### config.mk
export PLATFORM = sky130hd
export DESIGN_NAME = xex_ctrl
export DESIGN_NICKNAME = d
export VERILOG_FILES = /design/src/rtl/core/xex_pkg.sv /design/src/rtl/core/xex_ctrl.sv
export SDC_FILE = /design/constraint.sdc
export NUM_CORES = 1
export LEC_CHECK = 0
export BUFFER_PORTS_ARGS = -buffer_cell sky130_fd_sc_hd__buf_2
export CORE_ASPECT_RATIO = 0.9
export CORE_UTILIZATION = 30
export CTS_CLUSTER_SIZE = 24
export DETAILED_ROUTE_END_ITERATION = 8
export SYNTH_ARGS = -nofsm -noshare
export SYNTH_HDL_FRONTEND = slang
export SYNTH_SLANG_ARGS = --single-unit
### constraint.sdc
create_clock -name clk -period 2.1 [get_ports clk]
set_input_delay 0.21 -clock clk [delete_from_list [all_inputs] [get_ports clk]]
set_output_delay 0.21 -clock clk [all_outputs]
set_load 0.02 [all_outputs]
### src/rtl/core/xex_pkg.sv
// Shared types, constants and AES helper functions for the XEX cipher layer.
// No dependencies; used by xex_ctrl, xex_dp and the top level.
package xex_pkg;

  localparam int unsigned BLK_W = 128;
  localparam int unsigned HALF_W = 64;
  localparam int unsigned CFG_IDX_W = 3;
  localparam int unsigned RND_W = 4;
  localparam logic [RND_W-1:0] LAST_RND = 4'd10;
  localparam logic [RND_W-1:0] RND_SUM = 4'd11;
  localparam logic [7:0] GF_POLY = 8'h87;

  localparam logic [CFG_IDX_W-1:0] CFG_KEY_HIGH = 3'd0;
  localparam logic [CFG_IDX_W-1:0] CFG_KEY_LOW = 3'd1;
  localparam logic [CFG_IDX_W-1:0] CFG_BASE_HIGH = 3'd2;
  localparam logic [CFG_IDX_W-1:0] CFG_BASE_LOW = 3'd3;
  localparam logic [CFG_IDX_W-1:0] CFG_MODE = 3'd4;

  typedef struct packed {
    logic load_key;
    logic key_step;
    logic save_last;
    logic start;
    logic round_step;
    logic finish;
    logic fin_direct;
    logic [RND_W-1:0] rnd;
  } xex_cmd_t;

  localparam logic [7:0] SBOX [256] = '{
    8'h63,8'h7c,8'h77,8'h7b,8'hf2,8'h6b,8'h6f,8'hc5,8'h30,8'h01,8'h67,8'h2b,8'hfe,8'hd7,8'hab,8'h76,
    8'hca,8'h82,8'hc9,8'h7d,8'hfa,8'h59,8'h47,8'hf0,8'had,8'hd4,8'ha2,8'haf,8'h9c,8'ha4,8'h72,8'hc0,
    8'hb7,8'hfd,8'h93,8'h26,8'h36,8'h3f,8'hf7,8'hcc,8'h34,8'ha5,8'he5,8'hf1,8'h71,8'hd8,8'h31,8'h15,
    8'h04,8'hc7,8'h23,8'hc3,8'h18,8'h96,8'h05,8'h9a,8'h07,8'h12,8'h80,8'he2,8'heb,8'h27,8'hb2,8'h75,
    8'h09,8'h83,8'h2c,8'h1a,8'h1b,8'h6e,8'h5a,8'ha0,8'h52,8'h3b,8'hd6,8'hb3,8'h29,8'he3,8'h2f,8'h84,
    8'h53,8'hd1,8'h00,8'hed,8'h20,8'hfc,8'hb1,8'h5b,8'h6a,8'hcb,8'hbe,8'h39,8'h4a,8'h4c,8'h58,8'hcf,
    8'hd0,8'hef,8'haa,8'hfb,8'h43,8'h4d,8'h33,8'h85,8'h45,8'hf9,8'h02,8'h7f,8'h50,8'h3c,8'h9f,8'ha8,
    8'h51,8'ha3,8'h40,8'h8f,8'h92,8'h9d,8'h38,8'hf5,8'hbc,8'hb6,8'hda,8'h21,8'h10,8'hff,8'hf3,8'hd2,
    8'hcd,8'h0c,8'h13,8'hec,8'h5f,8'h97,8'h44,8'h17,8'hc4,8'ha7,8'h7e,8'h3d,8'h64,8'h5d,8'h19,8'h73,
    8'h60,8'h81,8'h4f,8'hdc,8'h22,8'h2a,8'h90,8'h88,8'h46,8'hee,8'hb8,8'h14,8'hde,8'h5e,8'h0b,8'hdb,
    8'he0,8'h32,8'h3a,8'h0a,8'h49,8'h06,8'h24,8'h5c,8'hc2,8'hd3,8'hac,8'h62,8'h91,8'h95,8'he4,8'h79,
    8'he7,8'hc8,8'h37,8'h6d,8'h8d,8'hd5,8'h4e,8'ha9,8'h6c,8'h56,8'hf4,8'hea,8'h65,8'h7a,8'hae,8'h08,
    8'hba,8'h78,8'h25,8'h2e,8'h1c,8'ha6,8'hb4,8'hc6,8'he8,8'hdd,8'h74,8'h1f,8'h4b,8'hbd,8'h8b,8'h8a,
    8'h70,8'h3e,8'hb5,8'h66,8'h48,8'h03,8'hf6,8'h0e,8'h61,8'h35,8'h57,8'hb9,8'h86,8'hc1,8'h1d,8'h9e,
    8'he1,8'hf8,8'h98,8'h11,8'h69,8'hd9,8'h8e,8'h94,8'h9b,8'h1e,8'h87,8'he9,8'hce,8'h55,8'h28,8'hdf,
    8'h8c,8'ha1,8'h89,8'h0d,8'hbf,8'he6,8'h42,8'h68,8'h41,8'h99,8'h2d,8'h0f,8'hb0,8'h54,8'hbb,8'h16
  };

  localparam logic [7:0] INV_SBOX [256] = '{
    8'h52,8'h09,8'h6a,8'hd5,8'h30,8'h36,8'ha5,8'h38,8'hbf,8'h40,8'ha3,8'h9e,8'h81,8'hf3,8'hd7,8'hfb,
    8'h7c,8'he3,8'h39,8'h82,8'h9b,8'h2f,8'hff,8'h87,8'h34,8'h8e,8'h43,8'h44,8'hc4,8'hde,8'he9,8'hcb,
    8'h54,8'h7b,8'h94,8'h32,8'ha6,8'hc2,8'h23,8'h3d,8'hee,8'h4c,8'h95,8'h0b,8'h42,8'hfa,8'hc3,8'h4e,
    8'h08,8'h2e,8'ha1,8'h66,8'h28,8'hd9,8'h24,8'hb2,8'h76,8'h5b,8'ha2,8'h49,8'h6d,8'h8b,8'hd1,8'h25,
    8'h72,8'hf8,8'hf6,8'h64,8'h86,8'h68,8'h98,8'h16,8'hd4,8'ha4,8'h5c,8'hcc,8'h5d,8'h65,8'hb6,8'h92,
    8'h6c,8'h70,8'h48,8'h50,8'hfd,8'hed,8'hb9,8'hda,8'h5e,8'h15,8'h46,8'h57,8'ha7,8'h8d,8'h9d,8'h84,
    8'h90,8'hd8,8'hab,8'h00,8'h8c,8'hbc,8'hd3,8'h0a,8'hf7,8'he4,8'h58,8'h05,8'hb8,8'hb3,8'h45,8'h06,
    8'hd0,8'h2c,8'h1e,8'h8f,8'hca,8'h3f,8'h0f,8'h02,8'hc1,8'haf,8'hbd,8'h03,8'h01,8'h13,8'h8a,8'h6b,
    8'h3a,8'h91,8'h11,8'h41,8'h4f,8'h67,8'hdc,8'hea,8'h97,8'hf2,8'hcf,8'hce,8'hf0,8'hb4,8'he6,8'h73,
    8'h96,8'hac,8'h74,8'h22,8'he7,8'had,8'h35,8'h85,8'he2,8'hf9,8'h37,8'he8,8'h1c,8'h75,8'hdf,8'h6e,
    8'h47,8'hf1,8'h1a,8'h71,8'h1d,8'h29,8'hc5,8'h89,8'h6f,8'hb7,8'h62,8'h0e,8'haa,8'h18,8'hbe,8'h1b,
    8'hfc,8'h56,8'h3e,8'h4b,8'hc6,8'hd2,8'h79,8'h20,8'h9a,8'hdb,8'hc0,8'hfe,8'h78,8'hcd,8'h5a,8'hf4,
    8'h1f,8'hdd,8'ha8,8'h33,8'h88,8'h07,8'hc7,8'h31,8'hb1,8'h12,8'h10,8'h59,8'h27,8'h80,8'hec,8'h5f,
    8'h60,8'h51,8'h7f,8'ha9,8'h19,8'hb5,8'h4a,8'h0d,8'h2d,8'he5,8'h7a,8'h9f,8'h93,8'hc9,8'h9c,8'hef,
    8'ha0,8'he0,8'h3b,8'h4d,8'hae,8'h2a,8'hf5,8'hb0,8'hc8,8'heb,8'hbb,8'h3c,8'h83,8'h53,8'h99,8'h61,
    8'h17,8'h2b,8'h04,8'h7e,8'hba,8'h77,8'hd6,8'h26,8'he1,8'h69,8'h14,8'h63,8'h55,8'h21,8'h0c,8'h7d
  };

  function automatic logic [7:0] rcon(input logic [RND_W-1:0] r);
    logic [7:0] v;
    unique case (r)
      4'd1: v = 8'h01;
      4'd2: v = 8'h02;
      4'd3: v = 8'h04;
      4'd4: v = 8'h08;
      4'd5: v = 8'h10;
      4'd6: v = 8'h20;
      4'd7: v = 8'h40;
      4'd8: v = 8'h80;
      4'd9: v = 8'h1b;
      4'd10: v = 8'h36;
      default: v = 8'h00;
    endcase
    return v;
  endfunction

  function automatic logic [7:0] xtime(input logic [7:0] a);
    return {a[6:0], 1'b0} ^ (a[7] ? 8'h1b : 8'h00);
  endfunction

  // SubWord(RotWord(w)) ^ rcon, the nonlinear part of one key schedule step
  function automatic logic [31:0] key_mix(input logic [31:0] w, input logic [RND_W-1:0] r);
    logic [31:0] rw;
    rw = {w[23:0], w[31:24]};
    return {SBOX[rw[31:24]] ^ rcon(r), SBOX[rw[23:16]], SBOX[rw[15:8]], SBOX[rw[7:0]]};
  endfunction

  // round key r from round key r-1
  function automatic logic [127:0] key_next(input logic [127:0] k, input logic [RND_W-1:0] r);
    logic [31:0] n0, n1, n2, n3;
    n0 = k[127:96] ^ key_mix(k[31:0], r);
    n1 = k[95:64] ^ n0;
    n2 = k[63:32] ^ n1;
    n3 = k[31:0] ^ n2;
    return {n0, n1, n2, n3};
  endfunction

  // round key r-1 from round key r
  function automatic logic [127:0] key_prev(input logic [127:0] k, input logic [RND_W-1:0] r);
    logic [31:0] p0, p1, p2, p3;
    p3 = k[31:0] ^ k[63:32];
    p2 = k[63:32] ^ k[95:64];
    p1 = k[95:64] ^ k[127:96];
    p0 = k[127:96] ^ key_mix(p3, r);
    return {p0, p1, p2, p3};
  endfunction

  function automatic logic [127:0] fwd_round(input logic [127:0] s, input logic [127:0] k,
                                             input logic last);
    logic [7:0] t [16];
    logic [7:0] a0, a1, a2, a3, all;
    logic [127:0] o;
    for (int c = 0; c < 4; c++) begin
      for (int r = 0; r < 4; r++) begin
        t[4*c+r] = SBOX[s[127-8*(4*((c+r)%4)+r) -: 8]];
      end
    end
    for (int c = 0; c < 4; c++) begin
      a0 = t[4*c]; a1 = t[4*c+1]; a2 = t[4*c+2]; a3 = t[4*c+3];
      all = a0 ^ a1 ^ a2 ^ a3;
      if (!last) begin
        t[4*c] = a0 ^ all ^ xtime(a0 ^ a1);
        t[4*c+1] = a1 ^ all ^ xtime(a1 ^ a2);
        t[4*c+2] = a2 ^ all ^ xtime(a2 ^ a3);
        t[4*c+3] = a3 ^ all ^ xtime(a3 ^ a0);
      end
    end
    for (int i = 0; i < 16; i++) o[127-8*i -: 8] = t[i];
    return o ^ k;
  endfunction

  function automatic logic [127:0] inv_round(input logic [127:0] s, input logic [127:0] k,
                                             input logic last);
    logic [127:0] u;
    logic [127:0] o;
    logic [7:0] a [4];
    logic [7:0] x2 [4];
    logic [7:0] x4 [4];
    logic [7:0] x8 [4];
    for (int c = 0; c < 4; c++) begin
      for (int r = 0; r < 4; r++) begin
        u[127-8*(4*c+r) -: 8] = INV_SBOX[s[127-8*(4*((c+4-r)%4)+r) -: 8]];
      end
    end
    u = u ^ k;
    o = u;
    if (!last) begin
      for (int c = 0; c < 4; c++) begin
        for (int r = 0; r < 4; r++) begin
          a[r] = u[127-8*(4*c+r) -: 8];
          x2[r] = xtime(a[r]);
          x4[r] = xtime(x2[r]);
          x8[r] = xtime(x4[r]);
        end
        // 14 = 8^4^2, 11 = 8^2^1, 13 = 8^4^1, 9 = 8^1
        for (int r = 0; r < 4; r++) begin
          o[127-8*(4*c+r) -: 8] = (x8[r] ^ x4[r] ^ x2[r])
            ^ (x8[(r+1)%4] ^ x2[(r+1)%4] ^ a[(r+1)%4])
            ^ (x8[(r+2)%4] ^ x4[(r+2)%4] ^ a[(r+2)%4])
            ^ (x8[(r+3)%4] ^ a[(r+3)%4]);
        end
      end
    end
    return o;
  endfunction

  function automatic logic [127:0] gf_double(input logic [127:0] m);
    return {m[126:0], 1'b0} ^ {120'd0, (m[127] ? GF_POLY : 8'h00)};
  endfunction

endpackage

### src/rtl/core/xex_ctrl.sv
// Sequencer for the XEX cipher layer: key expansion sweep, rounds, result handoff.
// Depends on xex_pkg.
module xex_ctrl (
  input  logic                clk,
  input  logic                rst_n,
  input  logic                key_wr,
  input  logic                in_valid,
  output logic                in_stall,
  output logic                out_valid,
  input  logic                out_stall,
  output xex_pkg::xex_cmd_t   cmd
);

  typedef enum logic [2:0] {S_KLOAD, S_KEXP, S_IDLE, S_ROUND, S_HOLD} state_t;

  state_t state_r;
  logic [xex_pkg::RND_W-1:0] cnt_r;
  logic out_valid_r;
  logic out_free;

  assign out_free = !out_valid_r || !out_stall;
  assign in_stall = (state_r != S_IDLE);
  assign out_valid = out_valid_r;

  always_comb begin
    cmd = '0;
    cmd.rnd = cnt_r;
    unique case (state_r)
      S_KLOAD: cmd.load_key = 1'b1;
      S_KEXP: begin
        cmd.key_step = 1'b1;
        cmd.save_last = (cnt_r == xex_pkg::LAST_RND);
      end
      S_IDLE: cmd.start = in_valid;
      S_ROUND: begin
        cmd.round_step = 1'b1;
        cmd.finish = (cnt_r == xex_pkg::LAST_RND) && out_free;
        cmd.fin_direct = 1'b1;
      end
      S_HOLD: cmd.finish = out_free;
      default: cmd = '0;
    endcase
  end

  always_ff @(posedge clk) begin
    if (!rst_n) begin
      state_r <= S_KLOAD;
      cnt_r <= '0;
      out_valid_r <= 1'b0;
    end else begin
      out_valid_r <= cmd.finish || (out_valid_r && out_stall);
      if (key_wr) begin
        // restart the sweep on every key half written
        state_r <= S_KLOAD;
      end else begin
        unique case (state_r)
          S_KLOAD: begin
            cnt_r <= 4'd1;
            state_r <= S_KEXP;
          end
          S_KEXP: begin
            cnt_r <= cnt_r + 4'd1;
            if (cnt_r == xex_pkg::LAST_RND) state_r <= S_IDLE;
          end
          S_IDLE: begin
            if (in_valid) begin
              cnt_r <= 4'd1;
              state_r <= S_ROUND;
            end
          end
          S_ROUND: begin
            cnt_r <= cnt_r + 4'd1;
            if (cnt_r == xex_pkg::LAST_RND) state_r <= out_free ? S_IDLE : S_HOLD;
          end
          S_HOLD: if (out_free) state_r <= S_IDLE;
          default: state_r <= S_IDLE;
        endcase
      end
    end
  end

endmodule

# Yosys cells after proc, flatten, opt, wreduce, memory -nomap -nowiden
# Cells that the tools add are included.
totals:
  ff_bits: 8
  in_bits: 5
  output_inout_bits: 13
  elab_cells: 43
classes:
  addsub: 1
  n_eq_ne: 10
  mux: 14
  bitwise_logic: 2
  reduce_logical: 13
op_table:
  columns: ["operator", "n"]
  rows:
  - ["two-way mux 3 bit", 5]
  - ["case mux 3 bit (5 select lines)", 1]
  - ["case mux 4 bit (3 select lines)", 1]
  - ["two-way mux 4 bit", 2]
  - ["inequality test 2 bit (second input constant)", 4]
  - ["equality test 3 x 2 -> 1 bit (second input constant)", 2]
  - ["OR reduction 5 bit", 1]
  - ["adder 4 x 1 -> 4 bit (second input constant)", 1]
  - ["equality test 4 bit (second input constant)", 1]
  - ["AND reduction 4 bit", 1]
  - ["OR reduction 2 bit", 2]
  - ["equality test 3 x 1 -> 1 bit (second input constant)", 1]
  - ["equality test 3 bit (second input constant)", 1]
  - ["logical NOT 3 bit", 1]
  - ["two-way mux 1 bit", 3]
  - ["inequality test 3 x 2 -> 1 bit (second input constant)", 1]
  - ["AND reduction 3 bit", 1]
  - ["nonzero test 3 bit", 1]
  - ["logical AND 1 bit", 2]
  - ["logical NOT 1 bit", 2]
  - ["logical OR 1 bit", 2]
  - ["two-way mux 2 bit", 1]
  - ["inverter 1 bit", 2]
  - ["case mux 1 bit (2 select lines)", 1]

# Depth between registers and ports, before layout
# Gate-level depths: netlist of the first run.
depth:
  depth_word: 5
  ltp_mapped: 5
  depth_no_buf: 5

# Worst setup path before layout of the first run
# OpenSTA, ideal clock, no wires.
synth_path:
  kind: "register -> output"
  start: "register cnt_r[0] in the netlist's numbering"
  end: "output port cmd[8] in the netlist's numbering"
  arrival_ps: 1310
  required_ps: 1890
  setup_slack_ps: 580
  path_stages_with_launch: 5
  n_path_buf: 0
  path_cell_list: "dfxtp_1 > inv_1 > ha_1 > and4b_2 > nor3b_1"
synth_lines:
  columns: ["element", "line", "text"]
  rows:
  - ["from (decl)", "xex_ctrl.sv:17", "logic [xex_pkg::RND_W-1:0] cnt_r;"]
  - ["from (signal assigned)", "xex_ctrl.sv:62", "cnt_r <= cnt_r + 4'd1;"]
  - ["from (signal assigned)", "xex_ctrl.sv:72", "cnt_r <= cnt_r + 4'd1;"]
  - ["to (decl)", "xex_ctrl.sv:11", "output xex_pkg::xex_cmd_t cmd"]

==> results of run 1 <==
## flip-flops by register name (all words and copies together), names as in the netlist
| signal | cells |
|---|---|
| cnt_r | 4 |
| state_r | 3 |
| out_valid | 1 |
## placed cells by master (no fill, tap or decap), types with 3 or more instances in the layout
master / count
dfxtp_1: 8
buf_2: 17
nand3_1: 3
clkbuf_4: 3
a21oi_1: 4
nor3_1: 3
and2_1: 4
## power groups by stage
stage               sequential (mW)  clock, mW  combinational, mW
floorplan                     0.161          0             0.0211
CTS                           0.160      0.122             0.0307
global route                  0.161      0.133             0.0342
finish                        0.160      0.116             0.0308
global placement              0.164          0             0.0308
detailed placement            0.164          0             0.0306
## per-stage QoR
step | power (mW) | utilization, % | setup WS, ns | cell area [um^2]
global placement | 0.194 | 39.1 | 0.555 | 592
global route | 0.329 | 40.6 | 0.101 | 614
detailed placement | 0.194 | 39.1 | 0.513 | 592
CTS | 0.313 | 40.6 | 0.230 | 614
floorplan | 0.182 | - | 0.580 | 513
finish | 0.307 | 40.6 | 0.254 | 614
## logic make-up (layout without fill, tap and decap cells)
kind of cell               Yosys count  in the layout
AOI/OAI and AO/OA                   14             14
adders and majority gates            2              2
buffers and inverters                7             23
DFF                                  8              8
muxes                                1              1
and+or+nand+nor                     27             27
## routing by layer
layer / global-route usage, % / vias up / wire, um
li1: - / 253 / -
met4: 2.27 / 0 / 0
met1: 16.9 / 219 / 532
met3: 3.96 / 0 / 63
met5: 0 / - / 0
met2: 20.7 / 16 / 463
## final timing paths
check             startpoint    endpoint  slack (ns)  cells past startpoint
setup / recovery    cnt_r[0]      cmd[5]        0.25                      6
hold / removal     out_stall  state_r[2]        0.25                      3
hold reg to reg     cnt_r[2]    cnt_r[2]        0.51                      2
setup reg to reg  state_r[0]  state_r[1]        0.59                      3
## worst register-to-register path, stage by stage, from the launching register on
cell and delay (ns):
dfxtp_1 0.56, and4b_2 0.35, mux2_1 0.33, o21a_1 0.16
## area by class of cell
cell class	instances	area [um^2]	area share [%]
timing repair buffer	17	85.1	13.8
tap	22	27.5	4.48
clock buffer	3	22.5	3.67
multi-input combinational	44	308	50.1
sequential	8	160	26.1
inverter	3	11.3	1.83
==> impl_metrics.py, run 1 <==
metrics = {
    "outcome": {
        "outcome": "finished clean",
    },
    "critical_path": {
        "worstPathArrival_ns": 1.64,
        "crit_family": "flip-flops",
        "cp_slowest_cell": "dfxtp_1",
        "cp_cell_sequence": "inv_1 -> ha_1 -> and4b_2 -> a22oi_1 -> a21oi_1 -> buf_2",
        "crit_required_ns": 1.89,
        "critPathLaunchType": "flop",
        "end_kind": "output pin",
        "crit_type": "reg2out",
        "cp_max_fo": 5,
        "critPathBufInv": 2,
        "critical-path-max-stage-delay_ns": 0.38,
    },
    "yosys": {
        "synth_edf_count": 0,
        "synth-seq-cells": 8,
        "synth_xor_area_share_pct": 0,
        "ys_top_cells_by_count": "8 x dfxtp_1, 4 x a21oi_1, 4 x and2_1",
        "yosysWarnings": 0,
        "synthDistinctLibCells": 35,
        "synthSimpleGateAreaFrac_pct": 34.6,
        "synth.most_common_cell": "dfxtp_1",
        "syn_area_um2": 513,
        "synth_top_family_by_area": "simple AND/OR/NAND/NOR gates",
        "synth.largest_area_cell": "dfxtp_1",
        "yosysSeqAreaShare_pct": 31.2,
        "synth_compound_area_share_pct": 18.3,
        "synth_area_leaders": "dfxtp_1 31%, and2_1 4.9%, ha_1 4.9%",
        "synthCells": 59,
        "syn_avg_cell_area_um2": 8.69,
        "synthAdderAreaFrac_pct": 4.88,
        "synthFlopType": "dfxtp_1",
        "synthArstFlopShare_pct": 0,
        "synthMuxAreaShare_pct": 2.20,
        "synth_top_area_share_pct": 31.2,
        "syn_nets": 66,
    },
    "sta": {
        "hold_slack_ns": 0.249,
        "fin_crit_sh_pct": 87.9,
        "tightest_slew_ns": 0.465,
        "setup_violations": 0,
        "fmax_mhz": 542,
        "finalMaxSlewViolations": 0,
        "min_period_ns": 1.85,
        "finalClockSkew_ns": 0.00482,
        "hold_viol_final": 0,
        "rsz0062_at_grt": "false",
        "finalSetupTns_ns": 0,
        "slew_headroom_pct": 68.9,
    },
    "place": {
        "numPortBuffers": 17,
        "place_hpwl_um": 779,
        "dpl.cell_count": 94,
        "gp_routability_congestion": 0.821,
    },
    "die": {
        "die_w_um": 45.6,
        "io_pins": 18,
        "dieArea_mm2": 0.00188,
        "core_mm2": 0.00151,
        "die_h_um": 41.2,
        "rows": 13,
        "start_util_pct": 33.9,
    },
    "clock_tree": {
        "ctsHoldBuffers": 0,
        "clk_pin_slew_ns": 0.06,
        "cts_tree": "yes",
        "root_buffer": "clkbuf_4",
        "ctsHtreeMaxLevel": 1,
        "post_cts_resized": 0,
        "cts_sinks": 8,
        "post_cts_buffers": 0,
        "clockBufferDepth": 2,
        "clkLatencyLatePin_ns": 0.25,
        "cts_made_buffers": 3,
    },
    "routing": {
        "dr_total_vias": 488,
        "drt-initial-drc-count": 14,
        "postRouteAntennaNets": 0,
        "wire_per_inst_um": 10.9,
        "viasPerCell": 5.03,
        "drc_errors": 0,
        "drt_first_pass_iters": 4,
        "wl_um": 1060,
    },
    "power": {
        "leakagePower_nw": 0.280,
        "p_seq_share_pct": 52.2,
        "clkPwrFrac_pct": 37.8,
        "power_frac_comb_pct": 10.0,
        "p_int_uw": 232,
        "p_sw_share_pct": 24.4,
        "switchingPower_uw": 75.0,
        "ir_drop_mv": 0.206,
        "power_density_mw_per_mm2": 500,
    },
    "global_routing": {
        "grt_antenna_before_repair": 0,
        "grt_pass1_wl_um": 1690,
        "grt_max_degree": 15,
        "grt_overflow_total": 0,
        "grt_pass1_vias": 386,
        "grt_usage_pct": 12.8,
    },
    "finish": {
        "nNetsFinal": 84,
        "diodes": 0,
        "syn_to_final_growth_pct": 19.8,
        "drive_gt1_share_pct": 33.3,
        "nFillCells": 164,
        "finalNonFillerCells": 97,
    },
    "hold_path": {
        "holdCritPathClass": "in2reg",
    },
    "run": {
        "max_cap_violations": 0,
    },
}
(Power assumes the default switching activity.)
==> inputs of run 2 (changes only) <==
ABC_AREA = 1   (was default)
==> impl_metrics.py, run 2 <==
metrics = {
    "outcome": {
        "outcome": "finished clean",
    },
    "power": {
        "power_density_mw_per_mm2": 579,
        "ir_drop_mv": 0.285,
        "p_total_uw": 384,
        "leakagePower_nw": 0.347,
    },
    "finish": {
        "drive_gt1_share_pct": 29.1,
        "nFillCells": 201,
        "largest_reg_flops": 4,
        "fin_area_um2": 663,
        "syn_to_final_growth_pct": 23.3,
        "diodes": 0,
        "nNetsFinal": 112,
        "final_common_cell": "nor2_1",
        "largest-register": "cnt_r",
        "layout_common_cells": "22 x nor2_1, 17 x buf_2, 14 x nand2_1",
    },
    "global_routing": {
        "grt_usage_pct": 14.2,
        "grt_antenna_before_repair": 0,
        "grt_pass1_wl_um": 1840,
        "grt_max_degree": 9,
        "grt_overflow_total": 0,
        "grt_pass1_vias": 422,
    },
    "clock_tree": {
        "post_cts_resized": 0,
        "cts_sinks": 8,
        "clkLatencyLatePin_ns": 0.27,
        "clk_pin_slew_ns": 0.06,
        "ctsHoldBuffers": 0,
        "clockBufferDepth": 2,
        "cts_tree": "yes",
        "cts_made_buffers": 3,
        "post_cts_buffers": 0,
        "root_buffer": "clkbuf_4",
        "ctsHtreeMaxLevel": 1,
    },
    "sta": {
        "tightest_slew_ns": 0.334,
        "hold_slack_ns": 0.216,
        "fin_crit_sh_pct": 79.0,
        "fmax_mhz": 603,
        "rsz0062_at_grt": "false",
        "slew_headroom_pct": 77.6,
        "min_period_ns": 1.66,
        "hold_viol_final": 0,
        "finalMaxSlewViolations": 0,
        "setup_violations": 0,
        "finalSetupTns_ns": 0,
        "finalClockSkew_ns": 0.0109,
    },
    "yosys": {
        "synthDistinctLibCells": 18,
        "synth_edf_count": 0,
        "synth.most_common_cell": "nor2_1",
        "yosysWarnings": 0,
        "syn_area_um2": 538,
        "syn_nets": 92,
        "synth-seq-cells": 8,
        "synthSimpleGateAreaFrac_pct": 49.1,
        "syn_avg_cell_area_um2": 6.33,
        "synthFlopType": "dfxtp_1",
        "synth_top_family_by_area": "simple AND/OR/NAND/NOR gates",
        "yosysSeqAreaShare_pct": 29.8,
        "synthMuxAreaShare_pct": 0,
        "synth_xor_area_share_pct": 0,
        "synth.largest_area_cell": "dfxtp_1",
        "synthAdderAreaFrac_pct": 4.65,
        "synthCells": 85,
        "synth_compound_area_share_pct": 5.12,
        "synth_top_area_share_pct": 29.8,
        "synthArstFlopShare_pct": 0,
        "ys_top_cells_by_count": "22 x nor2_1, 14 x nand2_1, 13 x inv_1",
        "synth_area_leaders": "dfxtp_1 30%, nor2_1 15%, nand2_1 9.8%",
    },
    "critical_path": {
        "cp_slowest_cell": "dfxtp_1",
        "critPathLaunchType": "flop",
        "cp_cell_sequence": "inv_1 -> nor2_2 -> nand2_2 -> o21ai_2 -> and2_1 -> buf_2",
        "crit_type": "reg2out",
        "worstPathArrival_ns": 1.45,
        "crit_required_ns": 1.89,
        "cp_max_fo": 5,
        "critical-path-max-stage-delay_ns": 0.43,
        "end_kind": "output pin",
    },
    "place": {
        "numPortBuffers": 17,
        "dpl-instance-area_um2": 641,
        "gp_routability_congestion": 0.740,
        "place_hpwl_um": 950,
    },
    "routing": {
        "dr_total_vias": 545,
        "viasPerCell": 4.29,
        "postRouteAntennaNets": 0,
        "drt_first_pass_iters": 4,
        "wire_per_inst_um": 9.57,
        "drc_errors": 0,
        "wl_um": 1220,
        "drt-initial-drc-count": 9,
    },
    "die": {
        "die_h_um": 42.2,
        "io_pins": 18,
        "start_util_pct": 32.0,
        "rows": 14,
        "core_mm2": 0.00168,
        "die_w_um": 46.6,
        "dieArea_mm2": 0.00197,
    },
    "run": {
        "max_cap_violations": 0,
    },
    "hold_path": {
        "holdCritPathClass": "in2reg",
    },
}
## run 2: per-layer routing
metal | up-vias | part of all wire [%] | global-route usage (%)
met1 | 226 | 51 | 17.9
met4 | 0 | 3.5 | 12.0
met5 | - | 0 | 0
met3 | 4 | 5.6 | 6.47
li1 | 297 | - | -
met2 | 18 | 40 | 17.5
## run 2: final timing paths
kind | startpoint | endpoint | slack (ns) | cells past startpoint
setup / recovery | state_r[0] | cmd[5] | 0.44 | 6
hold / removal | rst_n | cnt_r[3] | 0.22 | 3
setup reg to reg | cnt_r[0] | state_r[1] | 0.81 | 8
hold reg to reg | cnt_r[2] | cnt_r[2] | 0.55 | 3
## run 2: cells by family (layout without fill, tap and decap cells)
family                     after synthesis  after routing
DFF                                      8              8
buffers and inverters                   15             33
adders and majority gates                2              2
and+or+nand+nor                         56             56
AOI/OAI and AO/OA                        4              4
## run 2: final cells by class
cell class              instances  area, um^2  share of cell area, %
clock buffers                   3        22.5                   3.40
inverters                      13        48.8                   7.36
multi-input cells              62         317                   47.7
flip-flops and latches          8         160                   24.2
well taps                      24        30.0                   4.53
repair buffers                 17        85.1                   12.8
## run 2: critical path: cells and delay by family, from the launching register on
| kind | cells | cell delay (ns) |
|---|---|---|
| AOI/OAI and AO/OA | 1 | 0.13 |
| buffers and inverters | 2 | 0.26 |
| DFF | 1 | 0.43 |
| and+or+nand+nor | 3 | 0.37 |
## run 2: per-stage QoR
stage	std cells	worst slack, ns	util (%)
after floorplan	85	0.714	-
after global placement	124	0.723	38.1
after detailed placement	124	0.713	38.1
after CTS	127	0.424	39.4
after global routing	127	0.336	39.4
final	127	0.442	39.4
## run 2: report_power, final
| part | total (mW) | switching [mW] | internal [mW] |
|---|---|---|---|
| clock network | 0.127 | 0.0615 | 0.0660 |
| logic | 0.0873 | 0.0574 | 0.0300 |
| registers | 0.169 | 0.0103 | 0.159 |
| total | 0.384 | 0.129 | 0.255 |
